**config.mk**
```make
export PLATFORM = sky130hd
export DESIGN_NAME = triangle_tangent_frame_core
export DESIGN_NICKNAME = d
export VERILOG_FILES = /design/src/rtl/core/tfr_pkg.sv /design/src/rtl/core/tfr_mul.sv /design/src/rtl/core/tfr_sqrt.sv /design/src/rtl/core/tfr_div.sv /design/src/rtl/core/triangle_tangent_frame_core.sv
export SDC_FILE = /design/constraint.sdc
export NUM_CORES = 2
export LEC_CHECK = 0
export ABC_AREA = 1
export BUFFER_PORTS_ARGS = -buffer_cell sky130_fd_sc_hd__buf_2
export CORE_UTILIZATION = 50
export DETAILED_ROUTE_END_ITERATION = 10
export PLACE_DENSITY = 0.78
export SLEW_MARGIN = 20
export SYNTH_ARGS = -nofsm -noshare
export SYNTH_HDL_FRONTEND = slang
export SYNTH_SLANG_ARGS = --single-unit
```
**constraint.sdc**
```tcl
create_clock -name clk -period 41.1 [get_ports clk]
set_input_delay 2.055 -clock clk [delete_from_list [all_inputs] [get_ports clk]]
set_output_delay 2.055 -clock clk [all_outputs]
set_load 0.005 [all_outputs]
```
**src/rtl/core/tfr_pkg.sv**
```systemverilog
// Shared widths and types for the triangle tangent frame core.
package tfr_pkg;

  localparam int POS_W      = 32;               // vertex position, Q16.16
  localparam int TEX_W      = 24;               // texture coordinate, Q8.16
  localparam int FRAC_W     = 14;               // output fraction bits
  localparam int OUT_W      = FRAC_W + 2;       // output word, Q2.14
  localparam int EDGE_W     = POS_W + 1;        // edge, signed
  localparam int DTEX_W     = TEX_W + 1;        // uv delta, signed
  localparam int MUL_W      = 32;               // serial multiplier operand
  localparam int PROD_W     = 2 * MUL_W;
  localparam int VEC_W      = EDGE_W + DTEX_W;  // cross term, signed
  localparam int MAG_W      = VEC_W - 1;        // cross term magnitude
  localparam int NRM_W      = 31;               // normalised magnitude
  localparam int LEN_W      = PROD_W / 2;       // vector length
  localparam int NUM_W      = NRM_W + FRAC_W + 1;
  localparam int QUO_W      = FRAC_W + 1;

  typedef logic signed [POS_W-1:0]  pos_t;
  typedef logic signed [TEX_W-1:0]  tex_t;
  typedef logic signed [EDGE_W-1:0] edge_t;
  typedef logic signed [DTEX_W-1:0] dtex_t;
  typedef logic signed [VEC_W-1:0]  vec_t;
  typedef logic [MAG_W-1:0]         mag_t;
  typedef logic signed [OUT_W-1:0]  comp_t;

endpackage

```
**src/rtl/core/tfr_mul.sv**
```systemverilog
// Bit-serial unsigned shift-add multiplier, one multiplier bit per cycle.
module tfr_mul (
  input  logic                       clk,
  input  logic                       rst_n,
  input  logic                       start,
  input  logic [tfr_pkg::MUL_W-1:0]  a,
  input  logic [tfr_pkg::MUL_W-1:0]  b,
  output logic                       done,
  output logic [tfr_pkg::PROD_W-1:0] p
);
  import tfr_pkg::*;

  logic [PROD_W-1:0]        acc_r, acc_nxt;
  logic [MUL_W-1:0]         a_r;
  logic [$clog2(MUL_W)-1:0] cnt_r;
  logic                     busy_r, done_r;
  logic [MUL_W:0]           sum;

  always_comb begin
    sum     = {1'b0, acc_r[PROD_W-1:MUL_W]} + (acc_r[0] ? {1'b0, a_r} : '0);
    acc_nxt = {sum, acc_r[MUL_W-1:1]};
  end

  always_ff @(posedge clk) begin
    if (!rst_n) begin
      busy_r <= 1'b0;
      done_r <= 1'b0;
      cnt_r  <= '0;
    end else begin
      done_r <= 1'b0;
      if (start) begin
        busy_r <= 1'b1;
        cnt_r  <= '0;
      end else if (busy_r) begin
        cnt_r <= cnt_r + 1'b1;
        if (cnt_r == $clog2(MUL_W)'(MUL_W - 1)) begin
          busy_r <= 1'b0;
          done_r <= 1'b1;
        end
      end
    end
  end

  always_ff @(posedge clk) begin
    if (start) begin
      acc_r <= {{MUL_W{1'b0}}, b};
      a_r   <= a;
    end else if (busy_r) begin
      acc_r <= acc_nxt;
    end
  end

  assign done = done_r;
  assign p    = acc_r;

endmodule

```
**src/rtl/core/tfr_sqrt.sv**
```systemverilog
// Digit-by-digit integer square root, one root bit per cycle.
module tfr_sqrt (
  input  logic                       clk,
  input  logic                       rst_n,
  input  logic                       start,
  input  logic [tfr_pkg::PROD_W-1:0] x,
  output logic                       done,
  output logic [tfr_pkg::LEN_W-1:0]  root
);
  import tfr_pkg::*;

  logic [PROD_W-1:0]        x_r;
  logic [LEN_W+2:0]         rem_r, rem_sh, trial;
  logic [LEN_W-1:0]         root_r;
  logic [$clog2(LEN_W)-1:0] cnt_r;
  logic                     busy_r, done_r, take;

  always_comb begin
    rem_sh = {rem_r[LEN_W:0], x_r[PROD_W-1 -: 2]};
    trial  = {1'b0, root_r, 2'b01};
    take   = rem_sh >= trial;
  end

  always_ff @(posedge clk) begin
    if (!rst_n) begin
      busy_r <= 1'b0;
      done_r <= 1'b0;
      cnt_r  <= '0;
    end else begin
      done_r <= 1'b0;
      if (start) begin
        busy_r <= 1'b1;
        cnt_r  <= '0;
      end else if (busy_r) begin
        cnt_r <= cnt_r + 1'b1;
        if (cnt_r == $clog2(LEN_W)'(LEN_W - 1)) begin
          busy_r <= 1'b0;
          done_r <= 1'b1;
        end
      end
    end
  end

  always_ff @(posedge clk) begin
    if (start) begin
      x_r    <= x;
      rem_r  <= '0;
      root_r <= '0;
    end else if (busy_r) begin
      x_r    <= {x_r[PROD_W-3:0], 2'b00};
      rem_r  <= take ? rem_sh - trial : rem_sh;
      root_r <= {root_r[LEN_W-2:0], take};
    end
  end

  assign done = done_r;
  assign root = root_r;

endmodule

```
**src/rtl/core/tfr_div.sv**
```systemverilog
// Restoring divider, one quotient bit per cycle.
module tfr_div (
  input  logic                      clk,
  input  logic                      rst_n,
  input  logic                      start,
  input  logic [tfr_pkg::NUM_W-1:0] num,
  input  logic [tfr_pkg::LEN_W-1:0] den,
  output logic                      done,
  output logic [tfr_pkg::NUM_W-1:0] quo
);
  import tfr_pkg::*;

  logic [NUM_W-1:0]         q_r;
  logic [LEN_W-1:0]         rem_r, den_r;
  logic [LEN_W:0]           rs;
  logic [$clog2(NUM_W)-1:0] cnt_r;
  logic                     busy_r, done_r, take;

  always_comb begin
    rs   = {rem_r, q_r[NUM_W-1]};
    take = rs >= {1'b0, den_r};
  end

  always_ff @(posedge clk) begin
    if (!rst_n) begin
      busy_r <= 1'b0;
      done_r <= 1'b0;
      cnt_r  <= '0;
    end else begin
      done_r <= 1'b0;
      if (start) begin
        busy_r <= 1'b1;
        cnt_r  <= '0;
      end else if (busy_r) begin
        cnt_r <= cnt_r + 1'b1;
        if (cnt_r == $clog2(NUM_W)'(NUM_W - 1)) begin
          busy_r <= 1'b0;
          done_r <= 1'b1;
        end
      end
    end
  end

  always_ff @(posedge clk) begin
    if (start) begin
      q_r   <= num;
      rem_r <= '0;
      den_r <= den;
    end else if (busy_r) begin
      rem_r <= take ? LEN_W'(rs - {1'b0, den_r}) : rs[LEN_W-1:0];
      q_r   <= {q_r[NUM_W-2:0], take};
    end
  end

  assign done = done_r;
  assign quo  = q_r;

endmodule

```
**src/rtl/core/triangle_tangent_frame_core.sv**
```systemverilog
// Top level: per-triangle unit tangent and bitangent from vertex uv.
//
// Vertices arrive one request at a time, three per triangle. The first two
// are held; the third starts the frame computation and produces one result
// request: unit tangent and bitangent in Q2.14 plus a degenerate flag (set,
// with all vectors zero, when the uv determinant or a vector is zero). All
// arithmetic runs through bit-serial units: a shift-add multiplier (14 cross
// products for the determinant and both vectors, then three squares per
// vector), a square root and a divider (three quotients per vector). The
// work on each vector grows with its normalising shift n (0..26); a
// degenerate determinant ends after its two products. The input stalls
// while a triangle is being worked; the result register lets the next
// triangle's first vertices in while a result waits to be taken.
module triangle_tangent_frame_core (
  input  logic                  clk,
  input  logic                  rst_n,
  input  logic                  in_valid,
  output logic                  in_stall,
  input  tfr_pkg::pos_t         in_pos_x,
  input  tfr_pkg::pos_t         in_pos_y,
  input  tfr_pkg::pos_t         in_pos_z,
  input  tfr_pkg::tex_t         in_tex_u,
  input  tfr_pkg::tex_t         in_tex_v,
  output logic                  out_valid,
  input  logic                  out_stall,
  output tfr_pkg::comp_t        out_tangent_x,
  output tfr_pkg::comp_t        out_tangent_y,
  output tfr_pkg::comp_t        out_tangent_z,
  output tfr_pkg::comp_t        out_bitangent_x,
  output tfr_pkg::comp_t        out_bitangent_y,
  output tfr_pkg::comp_t        out_bitangent_z,
  output logic                  out_degenerate
);
  import tfr_pkg::*;

  localparam logic [2:0] S_IDLE = 3'd0;
  localparam logic [2:0] S_PROD = 3'd1;
  localparam logic [2:0] S_NORM = 3'd2;
  localparam logic [2:0] S_SQ   = 3'd3;
  localparam logic [2:0] S_SQRT = 3'd4;
  localparam logic [2:0] S_DIV  = 3'd5;
  localparam logic [2:0] S_EMIT = 3'd6;

  localparam logic [3:0] OP_LAST = 4'd13;

  logic [2:0] state_r;
  logic [1:0] slot_r;
  logic [3:0] op_r;       // cross product index: pair in [3:1], second term in [0]
  logic [1:0] k_r;        // component in the square and divide steps
  logic       vsel_r;     // 0 tangent, 1 bitangent
  logic       degen_r, det_neg_r;

  pos_t  hpos_r [6];
  tex_t  htex_r [4];
  edge_t e1_r [3];
  edge_t e2_r [3];
  dtex_t du1_r, dv1_r, du2_r, dv2_r;
  vec_t  first_r;
  vec_t  vec_r [6];
  mag_t  m_r [3];
  logic  vneg_r [3];
  logic  opsgn_r;
  logic [PROD_W-1:0] sum_r;
  logic [LEN_W-1:0]  len_r;
  comp_t res_r [6];

  logic  mul_start_r, sqrt_start_r, div_start_r;
  logic  mul_done, sqrt_done, div_done;
  logic [PROD_W-1:0] mul_p;
  logic [LEN_W-1:0]  root;
  logic [NUM_W-1:0]  quo;

  logic  out_valid_r;
  comp_t out_r [6];
  logic  out_degen_r;

  logic  in_take;
  pos_t  in_pos [3];
  assign in_pos[0] = in_pos_x;
  assign in_pos[1] = in_pos_y;
  assign in_pos[2] = in_pos_z;

  assign in_stall = (state_r != S_IDLE);
  assign in_take  = in_valid && !in_stall;

  // operand pick for the cross products
  edge_t op_a;
  dtex_t op_b;
  logic [2:0] pair;
  logic [MUL_W-1:0] mul_a, mul_b;

  always_comb begin
    pair = op_r[3:1];
    op_a = '0;
    op_b = '0;
    case (pair)
      3'd0: begin
        op_a = op_r[0] ? EDGE_W'(du2_r) : EDGE_W'(du1_r);
        op_b = op_r[0] ? dv1_r : dv2_r;
      end
      3'd1, 3'd2, 3'd3: begin
        op_a = op_r[0] ? e2_r[2'(pair - 3'd1)] : e1_r[2'(pair - 3'd1)];
        op_b = op_r[0] ? dv1_r : dv2_r;
      end
      default: begin
        op_a = op_r[0] ? e1_r[2'(pair - 3'd4)] : e2_r[2'(pair - 3'd4)];
        op_b = op_r[0] ? du2_r : du1_r;
      end
    endcase
  end

  always_comb begin
    if (state_r == S_SQ) begin
      mul_a = MUL_W'(m_r[k_r][NRM_W-1:0]);
      mul_b = MUL_W'(m_r[k_r][NRM_W-1:0]);
    end else begin
      mul_a = MUL_W'(op_a[EDGE_W-1] ? -op_a : op_a);
      mul_b = MUL_W'(op_b[DTEX_W-1] ? -op_b : op_b);
    end
  end

  tfr_mul u_mul (
    .clk(clk), .rst_n(rst_n), .start(mul_start_r),
    .a(mul_a), .b(mul_b), .done(mul_done), .p(mul_p)
  );

  tfr_sqrt u_sqrt (
    .clk(clk), .rst_n(rst_n), .start(sqrt_start_r),
    .x(sum_r), .done(sqrt_done), .root(root)
  );

  logic [NUM_W-1:0] div_num;
  assign div_num = {1'b0, m_r[k_r][NRM_W-1:0], {FRAC_W{1'b0}}}
                 + NUM_W'(len_r[LEN_W-1:1]);

  tfr_div u_div (
    .clk(clk), .rst_n(rst_n), .start(div_start_r),
    .num(div_num), .den(len_r), .done(div_done), .quo(quo)
  );

  // signed product and the two-term difference
  vec_t sprod, diff;
  always_comb begin
    sprod = opsgn_r ? -vec_t'({1'b0, mul_p[MAG_W-1:0]}) : vec_t'({1'b0, mul_p[MAG_W-1:0]});
    diff  = first_r - sprod;
  end

  // normalising shift test
  logic any_big, all_zero;
  always_comb begin
    any_big  = 1'b0;
    all_zero = 1'b1;
    for (int k = 0; k < 3; k++) begin
      if (m_r[k][MAG_W-1:NRM_W] != '0) any_big = 1'b1;
      if (m_r[k] != '0) all_zero = 1'b0;
    end
  end

  // quotient with sign applied
  comp_t qs;
  always_comb begin
    qs = {1'b0, quo[QUO_W-1:0]};
    if (vneg_r[k_r] ^ det_neg_r) qs = -qs;
  end

  logic out_free;
  assign out_free = !out_valid_r || !out_stall;

  // control
  always_ff @(posedge clk) begin
    if (!rst_n) begin
      state_r      <= S_IDLE;
      slot_r       <= '0;
      op_r         <= '0;
      k_r          <= '0;
      vsel_r       <= 1'b0;
      degen_r      <= 1'b0;
      mul_start_r  <= 1'b0;
      sqrt_start_r <= 1'b0;
      div_start_r  <= 1'b0;
      out_valid_r  <= 1'b0;
    end else begin
      mul_start_r  <= 1'b0;
      sqrt_start_r <= 1'b0;
      div_start_r  <= 1'b0;
      if (state_r == S_EMIT && out_free) out_valid_r <= 1'b1;
      else if (!out_stall)               out_valid_r <= 1'b0;
      unique case (state_r)
        S_IDLE: begin
          if (in_take) begin
            if (slot_r == 2'd2) begin
              slot_r      <= '0;
              op_r        <= '0;
              degen_r     <= 1'b0;
              vsel_r      <= 1'b0;
              mul_start_r <= 1'b1;
              state_r     <= S_PROD;
            end else begin
              slot_r <= slot_r + 2'd1;
            end
          end
        end
        S_PROD: begin
          if (mul_done) begin
            if (op_r == OP_LAST) begin
              state_r <= degen_r ? S_EMIT : S_NORM;
            end else begin
              if (op_r == 4'd1 && diff == '0) begin
                degen_r <= 1'b1;
                state_r <= S_EMIT;
              end else begin
                mul_start_r <= 1'b1;
              end
              op_r <= op_r + 4'd1;
            end
          end
        end
        S_NORM: begin
          if (all_zero) begin
            degen_r <= 1'b1;
            state_r <= S_EMIT;
          end else if (!any_big) begin
            k_r         <= '0;
            mul_start_r <= 1'b1;
            state_r     <= S_SQ;
          end
        end
        S_SQ: begin
          if (mul_done) begin
            if (k_r == 2'd2) begin
              sqrt_start_r <= 1'b1;
              state_r      <= S_SQRT;
            end else begin
              k_r         <= k_r + 2'd1;
              mul_start_r <= 1'b1;
            end
          end
        end
        S_SQRT: begin
          if (sqrt_done) begin
            if (root == '0) begin
              degen_r <= 1'b1;
              state_r <= S_EMIT;
            end else begin
              k_r         <= '0;
              div_start_r <= 1'b1;
              state_r     <= S_DIV;
            end
          end
        end
        S_DIV: begin
          if (div_done) begin
            if (k_r == 2'd2) begin
              if (!vsel_r) begin
                vsel_r  <= 1'b1;
                state_r <= S_NORM;
              end else begin
                state_r <= S_EMIT;
              end
            end else begin
              k_r         <= k_r + 2'd1;
              div_start_r <= 1'b1;
            end
          end
        end
        S_EMIT: begin
          if (out_free) begin
            state_r <= S_IDLE;
          end
        end
        default: state_r <= S_IDLE;
      endcase
    end
  end

  // datapath
  always_ff @(posedge clk) begin
    if (in_take) begin
      if (slot_r == 2'd2) begin
        for (int k = 0; k < 3; k++) begin
          e1_r[k] <= EDGE_W'(hpos_r[3 + k]) - EDGE_W'(hpos_r[k]);
          e2_r[k] <= EDGE_W'(in_pos[k]) - EDGE_W'(hpos_r[k]);
        end
        du1_r <= DTEX_W'(htex_r[2]) - DTEX_W'(htex_r[0]);
        dv1_r <= DTEX_W'(htex_r[3]) - DTEX_W'(htex_r[1]);
        du2_r <= DTEX_W'(in_tex_u) - DTEX_W'(htex_r[0]);
        dv2_r <= DTEX_W'(in_tex_v) - DTEX_W'(htex_r[1]);
      end else begin
        for (int k = 0; k < 3; k++) begin
          if (slot_r[0]) hpos_r[3 + k] <= in_pos[k];
          else           hpos_r[k]     <= in_pos[k];
        end
        if (slot_r[0]) begin
          htex_r[2] <= in_tex_u;
          htex_r[3] <= in_tex_v;
        end else begin
          htex_r[0] <= in_tex_u;
          htex_r[1] <= in_tex_v;
        end
      end
    end

    if (mul_start_r) opsgn_r <= op_a[EDGE_W-1] ^ op_b[DTEX_W-1];

    if (state_r == S_PROD && mul_done) begin
      if (!op_r[0])          first_r <= sprod;
      else if (op_r == 4'd1) det_neg_r <= diff[VEC_W-1];
      else                   vec_r[op_r[3:1] - 3'd1] <= diff;
    end

    // load magnitudes of the vector about to be normalised
    if ((state_r == S_PROD && mul_done && op_r == OP_LAST) ||
        (state_r == S_DIV && div_done && k_r == 2'd2 && !vsel_r)) begin
      for (int k = 0; k < 3; k++) begin
        vec_t v;
        v = (state_r == S_PROD) ? vec_r[k] : vec_r[3 + k];
        vneg_r[k] <= v[VEC_W-1];
        m_r[k]    <= v[VEC_W-1] ? MAG_W'(-v) : MAG_W'(v);
      end
    end else if (state_r == S_NORM && any_big) begin
      for (int k = 0; k < 3; k++) m_r[k] <= m_r[k] >> 1;
    end

    if (state_r == S_NORM) sum_r <= '0;
    else if (state_r == S_SQ && mul_done) sum_r <= sum_r + mul_p;

    if (state_r == S_SQRT && sqrt_done) len_r <= root;

    if (state_r == S_DIV && div_done) begin
      if (vsel_r) res_r[3'd3 + 3'(k_r)] <= qs;
      else        res_r[k_r]            <= qs;
    end

    if (state_r == S_EMIT && out_free) begin
      for (int k = 0; k < 6; k++) out_r[k] <= degen_r ? '0 : res_r[k];
      out_degen_r <= degen_r;
    end
  end

  assign out_valid       = out_valid_r;
  assign out_tangent_x   = out_r[0];
  assign out_tangent_y   = out_r[1];
  assign out_tangent_z   = out_r[2];
  assign out_bitangent_x = out_r[3];
  assign out_bitangent_y = out_r[4];
  assign out_bitangent_z = out_r[5];
  assign out_degenerate  = out_degen_r;

endmodule
```
* Word level (Yosys, flattened, before mapping)
Memory sizes are Yosys's and may differ from the RTL's. A register that Yosys moved wholly into a read port is not among the register bits. Index checks and enable logic that the tools add are counted.
Operators by class: bitwise gates (word level) 10, shifts and indexed selects 0, multipliers 0, magnitude comparators 2, mux-type cells 163, eq/ne operators 35, reductions and logical operators 59, add/sub/neg operators 32, div/mod/pow operators 0
Operators with widths (number):
- $mux 57 | 6
- $mux 32 | 10
- $mux 58 | 4
- $sub 32x32->33 | 6
- $neg 57->57 | 3
- $reduce_bool 57->1 | 3
- $mux 33 | 4
- $mux 16 | 8
- $mux 64 | 2
- $sub 24x24->25 | 4
- $reduce_or 32->1 | 3
- $mux 46 | 2
- $reduce_bool 26->1 | 3
- $mux 1 | 75
- $mux 25 | 3
- $pmux 33 s2 | 1
- $add 64x64->64 | 1
- $logic_not 58->1 | 1
- $neg 57->58 | 1
- $sub 58x58->58 | 1
- $mux 3 | 19
- $mux 24 | 2
- $reduce_or 24->1 | 2
- $add 45x31->46 | 1
- 56 further kinds | 136
Word-level totals: bits in read-only memories 0, bits in registers 631, memory bits (writable) 1200, bits in latches 0, memories 9, output and inout port bits 99
Memory list:
- vec_r | depth 6, bits a word 58, read ports 6, clocked after Yosys merged registers in 0, wr ports 1, RTL line triangle_tangent_frame_core.sv:59 | vec_t vec_r [6];
- hpos_r | depth 6, bits a word 32, read ports 6, clocked after Yosys merged registers in 0, wr ports 3, RTL line triangle_tangent_frame_core.sv:53 | pos_t hpos_r [6];
- m_r | depth 3, bits a word 57, read ports 4, clocked after Yosys merged registers in 1, wr ports 3, RTL line triangle_tangent_frame_core.sv:60 | mag_t m_r [3];
- e1_r | depth 3, bits a word 33, read ports 2, clocked after Yosys merged registers in 0, wr ports 3, RTL line triangle_tangent_frame_core.sv:55 | edge_t e1_r [3];
- e2_r | depth 3, bits a word 33, read ports 2, clocked after Yosys merged registers in 0, wr ports 3, RTL line triangle_tangent_frame_core.sv:56 | edge_t e2_r [3];
- htex_r | depth 4, bits a word 24, read ports 4, clocked after Yosys merged registers in 0, wr ports 2, RTL line triangle_tangent_frame_core.sv:54 | tex_t htex_r [4];
- +3 memories

* Longest topological paths before layout
An unclocked memory read counts as a cell.
depth in word-level cells 10, mapped depth 37, gate-level depth less buffers 36

* By module
A second synthesis with hierarchy kept.
Unflattened totals: cell total of the unflattened synthesis 12818, area total of the unflattened synthesis 108738.0 um^2
By module, submodules not included:
- triangle_tangent_frame_core | instances 1, area an instance 86749.4 um^2, cells each 9664, seq. area each 43531.8 um^2
- tfr_sqrt | instances 1, area an instance 8059.0 um^2, cells each 1172, seq. area each 3363.2 um^2
- tfr_div | instances 1, area an instance 7558.5 um^2, cells each 1071, seq. area each 3143.0 um^2
- tfr_mul | instances 1, area an instance 6371.1 um^2, cells each 911, seq. area each 2702.6 um^2

* Least setup slack after synthesis
OpenSTA, ideal clock, no wires.
path kind input port to flip-flop, start point in in_valid, end point reg (tool-made name), path buffers 0, stages on the path 7, data required time 40.960 ns, arrival 15.884 ns, setup slack 25.076 ns, library setup time 0.140 ns, cell sequence nor2_1 > nor2_1 > o2111ai_1 > nor2_1 > inv_1 > nand2_1 > nor2_1
RTL lines:
- start: declaration | RTL line triangle_tangent_frame_core.sv:17 | input logic in_valid,

* Worst setup path after layout
start point reg opsgn_r, end point reg state_r[1]
On the way: longest elaborated chain between the ends 6
Ends and longest elaborated chain:
- start: declaration | RTL line triangle_tangent_frame_core.sv:62 | logic opsgn_r;
- start signal: assignment | RTL line triangle_tangent_frame_core.sv:303 | if (mul_start_r) opsgn_r <= op_a[EDGE_W-1] ^ op_b[DTEX_W-1];
- $mux 58 | RTL line triangle_tangent_frame_core.sv:144 | sprod = opsgn_r ? -vec_t'({1'b0, mul_p[MAG_W-1:0]}) : vec_t'({1'b0, mul_p[MAG_W-1:0]});
- via sprod[2] | RTL line triangle_tangent_frame_core.sv:142 | vec_t sprod, diff;
- $sub 58x58->58 | RTL line triangle_tangent_frame_core.sv:145 | diff = first_r - sprod;
- via diff[44] | RTL line triangle_tangent_frame_core.sv:142
- $logic_not 58->1 | RTL line triangle_tangent_frame_core.sv:208 | if (op_r == 4'd1 && diff == '0) begin
- $logic_and 1x1->1 | RTL line triangle_tangent_frame_core.sv:208
- $ne 3x2->1 (no source line)
- $reduce_and 11->1 (no source line)
- end signal: assignment | RTL line triangle_tangent_frame_core.sv:206 | state_r <= degen_r ? S_EMIT : S_NORM;
- end: declaration | RTL line triangle_tangent_frame_core.sv:46 | logic [2:0] state_r;
The timed path passes the listed nets, and every way through them passes these cells. A chain may end at the register's enable or synchronous reset.

==> out/metrics.yaml <==
die_width_um: 461
vias: 83300
arrival_ns: 6.46
synth_area_leader_cell: "edfxtp_1"
grt_pass1_wl_mm: 443
hp-start: "len_r[0]"
clockBufferDepth: 3
rows: 168
ys.warnings.count: 0
start_util_pct: 50.3
rr_worst_depth: 30
max_slew_margin_pct: 21.6
skew_ns: 0.0733
fin_setup_tns_ns: 0
r2r_slack_ns: 35.41
vdd_drop_max_uv: 51.4
final_util_pct: 55.2
antenna_found_initial: 20
r2r-end: "state_r[1]"
hold_end: "u_div.den_r[0]"
cellPowerDensity_mw_per_mm2: 67.8
dr.pass1.iters: 8
cts.repair.resized: 0
cp_max_fo: 74
final_cell_mix: "nand2_1 (2599), edfxtp_1 (1599), inv_1 (1555)"
netlist_instances: 11900
drive_above_1_share_pct: 7.30
ys_seq_area_share_pct: 50.0
status: "complete, no violations"
worst_slew_pin_slew_ns: 1.16
synth_area_leaders: "edfxtp_1 (46%), nand2_1 (9.3%), ha_1 (6.0%)"
period_needed_ns: 5.69
hold_viol_final: 0
drtIter0Drc: 8502
hold_depth: 0
io_pins: 247
p_leak_nw: 49.3
slew_violations: 0
startpoint_type: "flip-flop"
crit_path_frequent_cell: "nand2_1"
holdCritPathClass: "reg2reg"
setup_viol_count_final: 0
fp.coreArea_mm2: 0.210
via_per_inst: 5.53
crit_required_ns: 41.87
cts_tree: "yes"
syn_avg_cell_area_um2: 8.86
layout_commonest_cell: "nand2_1"
max_stage_delay_ns: 0.58
clock_sinks: 1835
crit_slowest_cell: "buf_4"
n_fill_cell: 18300
async_flop_share_pct: 0
synth_seq_cells: 1835
clkTransAtPathRegs_ns: 0.07
place_hpwl_mm: 218
syn2layout_area_growth_pct: 9.86
insertion_delay_ns: 0.88
max_freq_mhz: 176
syn_nets: 12600
ctsRootBufferMaster: "clkbuf_16"
h-tree-depth: 4
synth_edf_count: 1599
die_area_mm2: 0.213
track_usage_pct: 26.9
cts_hold_buf: 0
wl_per_cell_um: 19.3
crit_type: "reg2reg"
post-route-period-util_pct: 13.9
grt_overflow: 0
synth_cell_types: 81
cts_setup_buffers: 0
io_buffers: 246
drv_cap: 0
synth.top_cell.area_share_pct: 45.6
reg2reg_from: "opsgn_r"
grt_pass1_vias: 79200
wirelength_mm: 290
fp.dieH_um: 461
route.detailed.drc: 0
ant_nets: 0
synth_top_flop_cell: "edfxtp_1"
rsz0062_at_grt: "no"
gp_congestion: 1.02
cp-end-kind: "flip-flop"
grt_max_degree: 215
cts_buffers: 191
final_nets: 12800
netlist_area_mm2: 0.105
## where the power goes
part           internal, mW  total, mW  leakage [nW]  switching, mW
Combinational         0.987       3.28          29.9           2.29
Clock                 0.951       1.72          2.99          0.773
Sequential             2.65       2.85          16.5          0.198
## sequential cells by signal, indices dropped and copies added, names as in the netlist, 46 cells and up, named ones only
register	count
m_r	171
out_r	96
e2_r	99
vec_r	348
u_mul.p	64
u_div.quo	46
e1_r	99
u_sqrt.x_r	64
htex_r	96
res_r	96
sum_r	64
first_r	58
hpos_r	192
## area by class of cell
cell class / instances / area [um2] / area share (%)
clock buffers: 245 / 5050 / 4.36
diodes: 11 / 27.5 / 0.0238
repair buffers: 328 / 1880 / 1.63
clock inverters: 114 / 1210 / 1.05
multi-input cells: 8122 / 45300 / 39.1
flip-flops and latches: 1835 / 52800 / 45.6
well taps: 2805 / 3510 / 3.03
inverters: 1604 / 6040 / 5.21
## layer usage
layer	wire [um]	GRT usage [%]	vias to the layer above
li1	-	-	40600
met3	23200	4.36	671
met4	15500	13.3	24
met5	138	0	-
met2	137000	45.6	3404
met1	114000	33.0	38500
## per-stage QoR
stage	setup slack [ns]	instance area [um2]	hold WS, ns	total power, mW	cells
4_1_cts	35.48	116000	0.432	7.81	15100
3_3_place_gp	34.74	109000	0.406	6.02	14700
2_1_floorplan	25.08	105000	0.400	5.24	11900
3_5_place_dp	34.67	109000	0.418	6.08	14700
6_report	35.41	116000	0.432	7.85	15100
5_1_grt	34.92	116000	0.448	8.31	15100
## worst max path at each step
stage               startpoint             to  slack, ns  cells after the start
finish                 opsgn_r     state_r[1]      35.41                     30
global placement      in_valid    e2_r[0][31]      34.74                      8
floorplan             in_valid      flip-flop      25.08                      7
detailed placement    in_valid    e1_r[1][30]      34.67                      8
CTS                    op_r[2]  u_mul.a_r[29]      35.48                     18
global route           opsgn_r     state_r[2]      34.92                     30
## critical path, delay by kind of cell, from the launching register on
| kind | cells | cell delay, ns |
|---|---|---|
| fa+ha+maj | 1 | 0.35 |
| xor+xnor | 2 | 0.64 |
| simple gates | 21 | 2.74 |
| buf+inv | 4 | 1.23 |
| flops | 1 | 0.32 |
| compound gates | 2 | 0.35 |
## cells in the mapped netlist (10+ instances only)
| cell type | number |
|---|---|
| o21bai_1 | 32 |
| nor4_1 | 66 |
| o22ai_1 | 36 |
| xnor2_1 | 160 |
| o31ai_1 | 17 |
| nand3_2 | 13 |
| a211oi_1 | 30 |
| a22oi_1 | 10 |
| buf_1 | 23 |
| a31oi_1 | 130 |
| or2_1 | 15 |
| dfxtp_1 | 236 |
| clkbuf_1 | 227 |
| buf_2 | 59 |
| nand2_2 | 35 |
| a21o_1 | 10 |
| xor2_1 | 484 |
| o21ai_0 | 936 |
| inv_1 | 1560 |
| o21ai_1 | 91 |
| a221oi_1 | 14 |
| o211ai_1 | 52 |
| nor3_1 | 85 |
| ha_1 | 508 |
| mux2i_1 | 86 |
| edfxtp_1 | 1599 |
| nand4_1 | 124 |
| fa_1 | 15 |
| o311ai_0 | 15 |
| nor2_2 | 35 |
| inv_2 | 31 |
| nand2_1 | 2600 |
| a21oi_1 | 857 |
| o21ai_2 | 13 |
| clkinv_1 | 12 |
| nand3_1 | 459 |
| or2_2 | 78 |
| nand3b_1 | 48 |
| nor2_1 | 921 |
| o21a_1 | 39 |
| buf_6 | 16 |
| nor2_4 | 11 |
## cells by family (layout without fill, tap and decap cells)
logic type / Yosys count / count (layout) / synth area share [%]
and+or+nand+nor: 4533 / 4533 / 18.2
AOI/OAI and AO/OA: 2330 / 2330 / 12.1
xor gates and xnor gates: 644 / 644 / 5.35
buffers and inverters: 1937 / 2291 / 7.11
other: 0 / 11 / 0
DFF: 1835 / 1835 / 50.0
adders and majority gates: 523 / 523 / 6.32
muxes: 92 / 92 / 0.920
(Power assumes the default switching activity.)
